## src/hdl/irpwfd_pkg.sv

```systemverilog
// ----------------------------------------------------------------------------
// IR frame decoder package
// Register codes, reset values, shared structs and the window compare.
// ----------------------------------------------------------------------------
package irpwfd_pkg;

    localparam int TicksWidth  = 16;
    localparam int CfgWidth    = 12;
    localparam int CfgIdxWidth = 3;

    typedef enum logic [CfgIdxWidth-1:0] {
        REG_HEADER_HIGH_CENTER = 3'd0,
        REG_HEADER_LOW_CENTER  = 3'd1,
        REG_HEADER_TOLERANCE   = 3'd2,
        REG_ONE_HIGH_CENTER    = 3'd3,
        REG_ZERO_HIGH_CENTER   = 3'd4,
        REG_BIT_LOW_CENTER     = 3'd5,
        REG_BIT_TOLERANCE      = 3'd6
    } cfg_index_t;

    localparam logic [11:0] RstHeaderHighCenter = 12'd276;
    localparam logic [11:0] RstHeaderLowCenter  = 12'd580;
    localparam logic [9:0]  RstHeaderTolerance  = 10'd72;
    localparam logic [9:0]  RstOneHighCenter    = 10'd102;
    localparam logic [9:0]  RstZeroHighCenter   = 10'd37;
    localparam logic [9:0]  RstBitLowCenter     = 10'd36;
    localparam logic [7:0]  RstBitTolerance     = 8'd12;

    localparam logic [7:0] MarkOne = 8'h80;

    typedef struct packed {
        logic [11:0] header_high_center;
        logic [11:0] header_low_center;
        logic [9:0]  header_tolerance;
        logic [9:0]  one_high_center;
        logic [9:0]  zero_high_center;
        logic [9:0]  bit_low_center;
        logic [7:0]  bit_tolerance;
    } cfg_regs_t;

    // window hits for one phase, plus its level
    typedef struct packed {
        logic level;
        logic hdr_low;
        logic hdr_high;
        logic bit_low;
        logic is_one;
        logic is_zero;
    } phase_match_t;

    typedef struct packed {
        logic [7:0] address_byte;
        logic [7:0] address_check_byte;
        logic [7:0] command_byte;
        logic [7:0] command_check_byte;
        logic       command_ok;
    } frame_result_t;

    // strict window: center - tol < ticks < center + tol
    function automatic logic in_window(input logic [TicksWidth-1:0] ticks,
                                       input logic [11:0] center,
                                       input logic [9:0]  tol);
        logic [16:0] hi;
        logic        lo_ok;
        logic        hi_ok;
        hi    = 17'(center) + 17'(tol);
        lo_ok = ({2'b00, tol} > center) || (ticks > {4'b0000, center - {2'b00, tol}});
        hi_ok = {1'b0, ticks} < hi;
        return lo_ok && hi_ok;
    endfunction

endpackage

```

## src/hdl/irpwfd_ifs.sv

```systemverilog
// ----------------------------------------------------------------------------
// IR frame decoder channels
// Valid/ready channels for measured phases and decoded frames.
// ----------------------------------------------------------------------------
interface irpwfd_phase_if;
    logic        valid;
    logic        ready;
    logic        phase_level;
    logic [15:0] phase_ticks;

    modport source (output valid, phase_level, phase_ticks, input ready);
    modport sink (input valid, phase_level, phase_ticks, output ready);
endinterface

interface irpwfd_frame_if;
    logic       valid;
    logic       ready;
    logic [7:0] address_byte;
    logic [7:0] address_check_byte;
    logic [7:0] command_byte;
    logic [7:0] command_check_byte;
    logic       command_ok;

    modport source (output valid, address_byte, address_check_byte, command_byte,
                    command_check_byte, command_ok, input ready);
    modport sink (input valid, address_byte, address_check_byte, command_byte,
                  command_check_byte, command_ok, output ready);
endinterface

```

## src/hdl/ir_pulse_width_frame_decoder.sv

```systemverilog
// ----------------------------------------------------------------------------
// IR pulse-width frame decoder
// Decodes NEC-style remote frames from a stream of measured line phases.
// ----------------------------------------------------------------------------
// Usage:
//   phase : one item per ended line phase (phase_level, phase_ticks in ticks).
//           Only the low DURATION_BITS bits of phase_ticks are compared.
//   frame : one item per complete 32-bit frame: four bytes in arrival order
//           and command_ok, set when command_byte == ~command_check_byte.
//   cfg   : cfg_we/cfg_index/cfg_wdata write the window centers and
//           tolerances; write only while no phase is in flight.
// Path: the phase item completing the frame passes the input register, then
//   the result register, which raises frame.valid.
// Throughput: one phase item per cycle; the phase path never waits for a
//   result unless a new frame completes while the previous one is unread.
// Stall: a held frame stays put while frame.ready is low; phases that do
//   not complete a frame keep flowing through the input register.
// Reset: all windows return to their default NEC timing, the decoder drops
//   any armed start or frame in progress; no clearing pass is needed.
// ----------------------------------------------------------------------------
module ir_pulse_width_frame_decoder
    import irpwfd_pkg::*;
#(
    parameter int DURATION_BITS = 16
)
(
    input  logic                   clk,
    input  logic                   rst_n,
    input  logic                   cfg_we,
    input  logic [CfgIdxWidth-1:0] cfg_index,
    input  logic [CfgWidth-1:0]    cfg_wdata,
    irpwfd_phase_if.sink           phase,
    irpwfd_frame_if.source         frame
);

    // ticks beyond the measured duration width are ignored
    localparam logic [TicksWidth-1:0] TicksMask = (DURATION_BITS >= TicksWidth) ?
        {TicksWidth{1'b1}} : TicksWidth'((64'd1 << DURATION_BITS) - 64'd1);

    cfg_regs_t             cfg_reg;

    // input register
    logic                  in_valid_reg;
    logic                  in_level_reg;
    logic [TicksWidth-1:0] in_ticks_reg;

    phase_match_t          match;
    frame_result_t         result;
    logic                  item_taken;
    logic                  accept;

    // configuration registers
    always_ff @(posedge clk or negedge rst_n)
    begin
        if (!rst_n)
        begin
            cfg_reg.header_high_center <= RstHeaderHighCenter;
            cfg_reg.header_low_center  <= RstHeaderLowCenter;
            cfg_reg.header_tolerance   <= RstHeaderTolerance;
            cfg_reg.one_high_center    <= RstOneHighCenter;
            cfg_reg.zero_high_center   <= RstZeroHighCenter;
            cfg_reg.bit_low_center     <= RstBitLowCenter;
            cfg_reg.bit_tolerance      <= RstBitTolerance;
        end
        else if (cfg_we)
        begin
            case (cfg_index_t'(cfg_index))
                REG_HEADER_HIGH_CENTER: cfg_reg.header_high_center <= cfg_wdata;
                REG_HEADER_LOW_CENTER:  cfg_reg.header_low_center  <= cfg_wdata;
                REG_HEADER_TOLERANCE:   cfg_reg.header_tolerance   <= cfg_wdata[9:0];
                REG_ONE_HIGH_CENTER:    cfg_reg.one_high_center    <= cfg_wdata[9:0];
                REG_ZERO_HIGH_CENTER:   cfg_reg.zero_high_center   <= cfg_wdata[9:0];
                REG_BIT_LOW_CENTER:     cfg_reg.bit_low_center     <= cfg_wdata[9:0];
                REG_BIT_TOLERANCE:      cfg_reg.bit_tolerance      <= cfg_wdata[7:0];
                default: ;
            endcase
        end
    end

    // input stage refills as soon as its item moves on
    assign phase.ready = !in_valid_reg || item_taken;
    assign accept      = phase.valid && phase.ready;

    always_ff @(posedge clk or negedge rst_n)
    begin
        if (!rst_n)
            in_valid_reg <= 1'b0;
        else if (accept)
            in_valid_reg <= 1'b1;
        else if (item_taken)
            in_valid_reg <= 1'b0;
    end

    always_ff @(posedge clk)
    begin
        if (accept)
        begin
            in_level_reg <= phase.phase_level;
            in_ticks_reg <= phase.phase_ticks & TicksMask;
        end
    end

    irpwfd_classify u_classify (
        .level (in_level_reg),
        .ticks (in_ticks_reg),
        .cfg   (cfg_reg),
        .match (match)
    );

    irpwfd_frame u_frame (
        .clk        (clk),
        .rst_n      (rst_n),
        .item_valid (in_valid_reg),
        .match      (match),
        .item_taken (item_taken),
        .out_valid  (frame.valid),
        .out_ready  (frame.ready),
        .result     (result)
    );

    assign frame.address_byte       = result.address_byte;
    assign frame.address_check_byte = result.address_check_byte;
    assign frame.command_byte       = result.command_byte;
    assign frame.command_check_byte = result.command_check_byte;
    assign frame.command_ok         = result.command_ok;

endmodule

```

## src/hdl/irpwfd_classify.sv

```systemverilog
// ----------------------------------------------------------------------------
// IR frame decoder phase classifier
// Window compares of one registered phase against all configured windows.
// ----------------------------------------------------------------------------
module irpwfd_classify
    import irpwfd_pkg::*;
(
    input  logic                  level,
    input  logic [TicksWidth-1:0] ticks,
    input  cfg_regs_t             cfg,
    output phase_match_t          match
);

    always_comb
    begin
        match.level    = level;
        match.hdr_low  = in_window(ticks, cfg.header_low_center, cfg.header_tolerance);
        match.hdr_high = in_window(ticks, cfg.header_high_center, cfg.header_tolerance);
        match.bit_low  = in_window(ticks, 12'(cfg.bit_low_center), 10'(cfg.bit_tolerance));
        match.is_one   = in_window(ticks, 12'(cfg.one_high_center), 10'(cfg.bit_tolerance));
        match.is_zero  = in_window(ticks, 12'(cfg.zero_high_center), 10'(cfg.bit_tolerance));
    end

endmodule

```

## src/hdl/irpwfd_frame.sv

```systemverilog
// ----------------------------------------------------------------------------
// IR frame decoder frame assembler
// Start detect, LSB-first bit shifting, byte capture and result register.
// ----------------------------------------------------------------------------
module irpwfd_frame
    import irpwfd_pkg::*;
(
    input  logic          clk,
    input  logic          rst_n,
    input  logic          item_valid,
    input  phase_match_t  match,
    output logic          item_taken,
    output logic          out_valid,
    input  logic          out_ready,
    output frame_result_t result
);

    logic          armed_reg, armed_next;
    logic          recv_reg, recv_next;
    logic [4:0]    count_reg, count_next;
    logic [7:0]    shift_reg, shift_next;
    logic [7:0]    held_reg [3];
    logic [7:0]    held_next [3];
    logic          out_valid_reg;
    frame_result_t result_reg;

    logic          produce;
    frame_result_t result_next;
    logic [7:0]    sb_base;
    logic [7:0]    sb_set;
    logic [5:0]    n;

    always_comb
    begin
        armed_next   = armed_reg;
        recv_next    = recv_reg;
        count_next   = count_reg;
        shift_next   = shift_reg;
        held_next    = held_reg;
        produce      = 1'b0;
        sb_base      = (count_reg == 5'd0) ? 8'h00 : shift_reg;
        sb_set       = sb_base | (match.is_one ? MarkOne : 8'h00);
        n            = {1'b0, count_reg} + 6'd1;
        result_next.address_byte       = held_reg[0];
        result_next.address_check_byte = held_reg[1];
        result_next.command_byte       = held_reg[2];
        result_next.command_check_byte = sb_set;
        result_next.command_ok         = (held_reg[2] == ~sb_set);

        if (!match.level)
        begin
            if (match.hdr_low)
            begin
                // header low always re-arms, even mid-frame
                recv_next  = 1'b0;
                armed_next = 1'b1;
                count_next = 5'd0;
            end
            else if (recv_reg && !match.bit_low)
            begin
                armed_next = 1'b0;
                recv_next  = 1'b0;
                count_next = 5'd0;
            end
        end
        else if (armed_reg && match.hdr_high)
        begin
            armed_next = 1'b0;
            recv_next  = 1'b1;
            count_next = 5'd0;
        end
        else if (!recv_reg)
        begin
            armed_next = 1'b0;
            count_next = 5'd0;
        end
        else if (match.is_one || match.is_zero)
        begin
            if (count_reg == 5'd0)
            begin
                held_next[0] = 8'h00;
                held_next[1] = 8'h00;
                held_next[2] = 8'h00;
            end
            case (n)
                6'd8:    held_next[0] = sb_set;
                6'd16:   held_next[1] = sb_set;
                6'd24:   held_next[2] = sb_set;
                6'd32:
                begin
                    produce   = 1'b1;
                    recv_next = 1'b0;
                end
                default: ;
            endcase
            count_next = n[4:0];
            shift_next = sb_set >> 1;
        end
    end

    // a result-bearing item waits only while the result register is full and stalled
    assign item_taken = item_valid && !(produce && out_valid_reg && !out_ready);

    always_ff @(posedge clk or negedge rst_n)
    begin
        if (!rst_n)
        begin
            armed_reg     <= 1'b0;
            recv_reg      <= 1'b0;
            count_reg     <= 5'd0;
            shift_reg     <= 8'h00;
            held_reg[0]   <= 8'h00;
            held_reg[1]   <= 8'h00;
            held_reg[2]   <= 8'h00;
            out_valid_reg <= 1'b0;
        end
        else
        begin
            if (item_taken)
            begin
                armed_reg <= armed_next;
                recv_reg  <= recv_next;
                count_reg <= count_next;
                shift_reg <= shift_next;
                held_reg  <= held_next;
            end
            if (item_taken && produce)
                out_valid_reg <= 1'b1;
            else if (out_ready)
                out_valid_reg <= 1'b0;
        end
    end

    always_ff @(posedge clk)
    begin
        if (item_taken && produce)
            result_reg <= result_next;
    end

    assign out_valid = out_valid_reg;
    assign result    = result_reg;

endmodule

```

## src/flat_wrapper.sv

```systemverilog
// flat-port wrapper written by rule: the top's interface ports become plain ports
module ir_pulse_width_frame_decoder_flat import irpwfd_pkg::*;
#(
    parameter int DURATION_BITS = 16
)
  (clk, rst_n, cfg_we, cfg_index, cfg_wdata, phase_valid, phase_phase_level, phase_phase_ticks, phase_ready, frame_valid, frame_address_byte, frame_address_check_byte, frame_command_byte, frame_command_check_byte, frame_command_ok, frame_ready);
  irpwfd_phase_if phase_i ();
  irpwfd_frame_if frame_i ();
  input  logic clk;
  input  logic rst_n;
  input  logic cfg_we;
  input  logic [CfgIdxWidth-1:0] cfg_index;
  input  logic [CfgWidth-1:0] cfg_wdata;
  input wire logic [$bits(phase_i.valid)-1:0] phase_valid;
  input wire logic [$bits(phase_i.phase_level)-1:0] phase_phase_level;
  input wire logic [$bits(phase_i.phase_ticks)-1:0] phase_phase_ticks;
  output wire logic [$bits(phase_i.ready)-1:0] phase_ready;
  output wire logic [$bits(frame_i.valid)-1:0] frame_valid;
  output wire logic [$bits(frame_i.address_byte)-1:0] frame_address_byte;
  output wire logic [$bits(frame_i.address_check_byte)-1:0] frame_address_check_byte;
  output wire logic [$bits(frame_i.command_byte)-1:0] frame_command_byte;
  output wire logic [$bits(frame_i.command_check_byte)-1:0] frame_command_check_byte;
  output wire logic [$bits(frame_i.command_ok)-1:0] frame_command_ok;
  input wire logic [$bits(frame_i.ready)-1:0] frame_ready;
  assign phase_i.valid = phase_valid;
  assign phase_i.phase_level = phase_phase_level;
  assign phase_i.phase_ticks = phase_phase_ticks;
  assign phase_ready = phase_i.ready;
  assign frame_valid = frame_i.valid;
  assign frame_address_byte = frame_i.address_byte;
  assign frame_address_check_byte = frame_i.address_check_byte;
  assign frame_command_byte = frame_i.command_byte;
  assign frame_command_check_byte = frame_i.command_check_byte;
  assign frame_command_ok = frame_i.command_ok;
  assign frame_i.ready = frame_ready;
  ir_pulse_width_frame_decoder #(.DURATION_BITS(DURATION_BITS)) u_core (.clk(clk), .rst_n(rst_n), .cfg_we(cfg_we), .cfg_index(cfg_index), .cfg_wdata(cfg_wdata), .phase(phase_i), .frame(frame_i));
endmodule
```

## config.mk

```make
export PLATFORM = sky130hd
export DESIGN_NAME = ir_pulse_width_frame_decoder_flat
export DESIGN_NICKNAME = d
export VERILOG_FILES = /design/src/hdl/irpwfd_pkg.sv /design/src/hdl/irpwfd_ifs.sv /design/src/hdl/ir_pulse_width_frame_decoder.sv /design/src/hdl/irpwfd_classify.sv /design/src/hdl/irpwfd_frame.sv /design/src/flat_wrapper.sv
export SDC_FILE = /design/constraint.sdc
export NUM_CORES = 1
export LEC_CHECK = 0
export BUFFER_PORTS_ARGS = -buffer_cell sky130_fd_sc_hd__buf_2
export CAP_MARGIN = 20
export CORE_MARGIN = 4
export CORE_UTILIZATION = 57
export DETAILED_ROUTE_END_ITERATION = 7
export PLACE_DENSITY = 0.78
export SYNTH_ARGS = -nofsm -noshare
export SYNTH_HDL_FRONTEND = slang
export SYNTH_SLANG_ARGS = --single-unit
```

## constraint.sdc

```tcl
create_clock -name clk -period 6.5 [get_ports clk]
set_input_delay 1.3 -clock clk [delete_from_list [all_inputs] [get_ports clk]]
set_output_delay 1.3 -clock clk [all_outputs]
set_load 0.01 [all_outputs]
```

# After elaboration in Yosys (flattened, before gate mapping)
# Cells that the tools add are included.
# word_totals
ff_bits	162
in_bits	37
output_inout_bits	35
word_cells	142
# op_classes
addsub	11
order_cmp	15
n_eq_ne	13
muxes	32
bitwise_logic	3
reduce_logical	45
# op_table
cell	n
$gt 16x12->1	5
$lt 16x11->1	3
$add 10x8->11	3
$sub 10x8->11	3
$mux 8	4
$gt 8x10->1	3
$mux 5	6
$add 12x10->13	2
$gt 10x12->1	2
$mux 24	1
$sub 12x10->12	2
$mux 1	20
$reduce_and 6->1	3
$lt 16x17->1	1
$lt 16x13->1	1
$reduce_and 2->1	8
$eq 6x5->1 const B	2
$logic_and 1x1->1	12
$reduce_bool 2->1	5
$eq 3x3->1 const B	3
$eq 8x8->1	1
$not 8->8	1
$or 7x8->8	1
$logic_or 1x1->1	7
15 further kinds	20

# Longest topological paths before layout
# logic_depth
depth_word	16
depth_mapped	21
ltp_nobuf	21

# Cells and area by module
# Synthesis repeated with hierarchy kept, for this count alone.
# hier_totals
hier_cells	1278
hier_area_um2	12988.7
# by_module_without_submodules
mod	n_inst	cells_per_inst	area_each_um2	seq_area_each_um2
irpwfd_classify	1	873	6663.9	0.0
ir_pulse_width_frame_decoder	1	178	3370.7	2361.0
irpwfd_frame	1	227	2954.1	1966.9

# Worst setup path before layout
# OpenSTA, ideal clock, no wires.
# synth_path
path_type	register to register
from	register u_core.cfg_reg[39] in the netlist's numbering
to	register u_core.u_frame.result_reg, in the netlist u_core.u_frame.result[0], enable pin
setup_time_ns	0.464
arrival_time_ns	6.181
required_time_ns	6.036
path_slack_ns	-0.145
path_stages_with_launch	18
path_buffers	0
period_less_slack_ns	6.645
path_cell_list	dfrtp_1 inv_1 ha_1 nor2b_1 o21ai_0 a21boi_0 o21a_1 o21a_1 o211ai_1 nand2_1 o311a_1 ha_1 nand4_1 or3_1 o31a_1 a2111o_1 a22o_4 nor3_1
# synth_via
elab_chain_cells	12
elab_cells_between_ends	15
cone_classes	add/sub: 2; order compare: 3; mux: 2; reduce/logical: 8
# synth_rtl
item	line_no	text
from (decl)	ir_pulse_width_frame_decoder.sv:40	cfg_regs_t cfg_reg;
$sub 12x10->12	irpwfd_pkg.sv:67	lo_ok = ({2'b00, tol} > center) || (ticks > {4'b0000, center - {2'b00, tol}});
$gt 16x12->1	irpwfd_pkg.sv:67	
$logic_or 1x1->1	irpwfd_pkg.sv:67	
$logic_and 1x1->1 (*)	irpwfd_pkg.sv:69	return lo_ok && hi_ok;
$logic_and 1x1->1 (*)	irpwfd_frame.sv:66	else if (armed_reg && match.hdr_high)
$mux 1 (*)	irpwfd_frame.sv:66	
$mux 1 (*)	irpwfd_frame.sv:50	if (!match.level)
$logic_and 1x1->1 (2 in a row)	irpwfd_frame.sv:102	assign item_taken = item_valid && !(produce && out_valid_reg && !out_ready);
$logic_not 1->1	irpwfd_frame.sv:102	
$logic_and 1x1->1	irpwfd_frame.sv:102	
$logic_and 1x1->1 (*)	irpwfd_frame.sv:136	if (item_taken && produce)
to (signal assigned)	irpwfd_frame.sv:137	result_reg <= result_next;
to (decl)	irpwfd_frame.sv:25	frame_result_t result_reg;
# Every way passes the cells marked *; elsewhere a longest branch is shown, timed or not.
# A chain may end at the register's enable or synchronous reset.

# Worst setup path after layout
# layout_path
from	register u_core.cfg_reg[39] in the netlist's numbering
to	output phase_ready
# layout_via
elab_chain_cells	12
elab_cells_between_ends	15
cone_classes	add/sub: 2; order compare: 3; mux: 2; reduce/logical: 8
# layout_rtl
item	line_no	text
$sub 12x10->12	irpwfd_pkg.sv:67	
$gt 16x12->1	irpwfd_pkg.sv:67	
$logic_or 1x1->1	irpwfd_pkg.sv:67	
$logic_and 1x1->1 (*)	irpwfd_pkg.sv:69	
$logic_and 1x1->1 (*)	irpwfd_frame.sv:66	
$mux 1 (*)	irpwfd_frame.sv:66	
$mux 1 (*)	irpwfd_frame.sv:50	
$logic_and 1x1->1 (*) (2 in a row)	irpwfd_frame.sv:102	
$logic_not 1->1 (*)	irpwfd_frame.sv:102	
$logic_and 1x1->1 (*)	irpwfd_frame.sv:102	
$logic_or 1x1->1 (*)	ir_pulse_width_frame_decoder.sv:81	assign phase.ready = !in_valid_reg || item_taken;
to (decl)	flat_wrapper.sv:17	output wire logic [$bits(phase_i.ready)-1:0] phase_ready;
# Marks and branches as above.

==> out/results.txt <==
largest net degree at the start of global routing = 58
DR pass1 iterations = 6
clock latency on the worst-skew pair = 0.44 ns
setup violators final = 0
Critical Path AT = 4.97 ns
sequential share of the synthesized area = 0.3333
relative slew slack = 0.3235
final instance area = 14400 sq um
Ys Warns = 0
clock sink total = 162
register share of total power = 0.254
max cap viols = 0
Crit Path Max Fanout = 6
P_int = 3.102 mW
reg2reg end = u_core.u_frame.result[18]
final clock skew = 0.01156 ns
period utilization = 0.9640
routed wire length = 33160 microns
CTS tree = done
post-route ant nets = 0
synthesized flop and latch total = 162
Worst setup SP type = register
number of I/O port buffers = 71
actual slew at the worst max-slew pin = 0.9892 ns
worst setup path class = register to output port
Post-CTS Hold Fix Bufs = 0
Layout area overhead = 10.86%
FF-to-FF setup slack = 1.07 ns
post-synth cell types = 74
Hold Path Sink = u_core.u_frame.result[27]
I/O pins = 72
initial DRC count = 952
Die H = 158.9 microns
DR vias/cell = 6.200
root buffer cell = clkbuf_16
worst reg2reg path depth = 18
Die ar. = 25260 sq um
clock share of power = 0.215
post-synthesis cell area = 12990 sq um
PwrDens = 368.7 nW/um^2
Vias = 10310
gpl congestion = 0.9087
Die W = 158.9 microns
fin util = 0.6516
maximum VDD drop = 0.2068 mV
remaining global-route overflow = 0
Clock Path Buffers = 2
initial cell density of the core = 0.5878
area leader, netlist = ha_1
RR Startpoint = u_core.cfg_reg[39]
Main synth FF type = dfrtp_1
share of the synthesized area in the top cell type = 0.1975
pins over their slew limit = 0
layout cells sized above 1 = 0.1658
std cell rows = 54
Final min period = 6.266 ns
initial antenna violation count = 0
net load switching power = 2.206 mW
Leak = 6.232 nW
status = complete, no violations
largest cells by area after synthesis = ha_1 (20%), dfrtp_1 (18%), edfxtp_1 (12%)
Routed WL per cell = 19.95 microns
global-route usage over all layers = 0.2611
Mapped Cells = 1307
final hold vios = 0
post-synthesis async set-or-reset flop share = 0.6914
hold_ws = 0.4548 ns
Tot Pwr = 5.308 mW
mean post-synth cell area = 9.936 sq um
post-DP HPWL = 25100 microns
Hold Crit Start = u_core.u_frame.held_reg[18]
CTS H-tree depth = 4
Placed Area = 13580 sq um
number of buffers created by CTS = 17
Largest register FFs = 72
critical path endpoint category = output port
CP Data Required Time = 5.20 ns
Max Freq = 159.6 MHz
nets@finish = 1620
vias in the first global route = 10300
Sw Ratio = 0.4157
first-pass GRT wire length = 53310 microns
DRC viols = 0
core footprint = 22090 sq um
Comb power frac = 0.532
Total Negative Setup Slacks = 0 ns
Clock Pin Slew Worst Setup and Hold Paths = 0.07 ns
type of the worst min-delay path = register to register
Hold Path Stages = 0
post-synthesis net count = 1559
Post-synth EDFFs = 50
[critical path: stages (launching register included)]
cell        delay, ns
dfrtp_2          0.46
clkinvlp_4       0.18
ha_1             0.32
nor2b_1          0.13
o21ai_0          0.23
a21boi_0         0.14
o21a_1           0.20
o21a_1           0.18
o211ai_1         0.28
nand2_1          0.12
o311a_1          0.30
ha_1             0.30
nand4_1          0.14
or3_1            0.40
o31a_1           0.14
a2111o_1         0.47
a22oi_4          0.25
nand2_1          0.11
buf_2            0.18
[cell families (layout without fill, tap and decap cells)]
| family | after synthesis | in the layout | share of synthesized area |
|---|---|---|---|
| DFF | 162 | 162 | 0.3333 |
| AOI/OAI and AO/OA | 327 | 327 | 0.1712 |
| and+or+nand+nor | 313 | 313 | 0.1269 |
| buffers and inverters | 140 | 214 | 0.04172 |
| xor gates and xnor gates | 83 | 83 | 0.05598 |
| other | 0 | 1 | 0 |
| adders and majority gates | 215 | 215 | 0.2129 |
| muxes | 67 | 67 | 0.05800 |
[power by group through the flow]
stage | Combinational, mW | Sequential (mW) | Clock [mW]
global placement | 2.63 | 1.36 | 0
floorplan | 2.16 | 1.28 | 0
CTS | 2.76 | 1.35 | 1.15
detailed placement | 2.73 | 1.37 | 0
finish | 2.82 | 1.35 | 1.14
global route | 3.19 | 1.37 | 1.19
[timing repair]
action / CTS / global route
setup buffers: 0 / 12
resized for setup: 0 / 9
endpoints found under the setup margin: 0 / 1
[synthesized netlist by cell type, drive strengths merged (4+ instances only)]
library cell / number
mux2: 66
nand4: 19
a21oi: 91
o31ai: 5
a211oi: 16
a211o: 7
dfrtp: 93
o311ai: 5
or2: 4
o21ai: 63
a2111oi: 7
nor3: 30
o21a: 14
clkbuf: 41
nor4: 9
a22o: 26
or3: 9
o211ai: 19
ha: 205
a21o: 13
a2111o: 4
edfxtp: 50
nor2: 73
nand2: 65
and3: 4
a31oi: 4
inv: 92
nand3: 24
dfstp: 19
nand2b: 30
buf: 7
o2111ai: 6
and2: 10
xor2: 25
nand4b: 5
nor2b: 20
o21bai: 23
fa: 10
xnor2: 58
[stage by stage]
stage               cells  setup slack, ns
finish               1662           0.2339
floorplan            1307           0.8823
global placement     1616           0.6291
global route         1661         -0.01012
CTS                  1648          0.03543
detailed placement   1616           0.4929
[routing by layer]
layer  track usage  share of wire  routed length, microns  vias up
met5             0              0                       0        -
met1        0.3410           0.43                   14220     4969
met3       0.05669          0.066                    2192       75
met2        0.4354           0.48                   15910      379
li1              -              -                       -     4882
met4       0.08600          0.025                     838        0
[area by class of cell]
| class | instances | area, sq um |
|---|---|---|
| fill | 1735 | 7697 |
| antenna | 1 | 2.502 |
| tap | 280 | 350.3 |
| clock buffer | 20 | 479.2 |
| clock inverter | 12 | 181.4 |
| sequential | 162 | 4332 |
| timing repair buffer | 90 | 529.3 |
| inverter | 92 | 352.8 |
| multi-input combinational | 1005 | 8169 |
[how the worst max path moves through the flow]
stage / from / endpoint / slack (ns) / cells after the start
2_1_floorplan: u_core.cfg_reg[39] / u_core.u_frame.result[0] / 0.88 / 17
3_3_place_gp: u_core.cfg_reg[1] / phase_ready / 0.63 / 19
3_5_place_dp: u_core.cfg_reg[1] / phase_ready / 0.49 / 19
4_1_cts: u_core.cfg_reg[1] / phase_ready / 0.04 / 19
5_1_grt: u_core.cfg_reg[39] / phase_ready / -0.01 / 18
6_report: u_core.cfg_reg[39] / phase_ready / 0.23 / 18
[cell usage in the layout (no fill, tap or decap), drive strengths merged, types with 23 or more instances in the layout]
cell    count
ha        205
inv        97
dfrtp      93
a21oi      91
buf        90
nor2       73
mux2       66
nand2      65
o21ai      63
xnor2      58
edfxtp     50
nand2b     30
nor3       30
a22o       26
xor2       25
nand3      24
o21bai     23
Note: power is estimated with default switching activity, not from simulation.
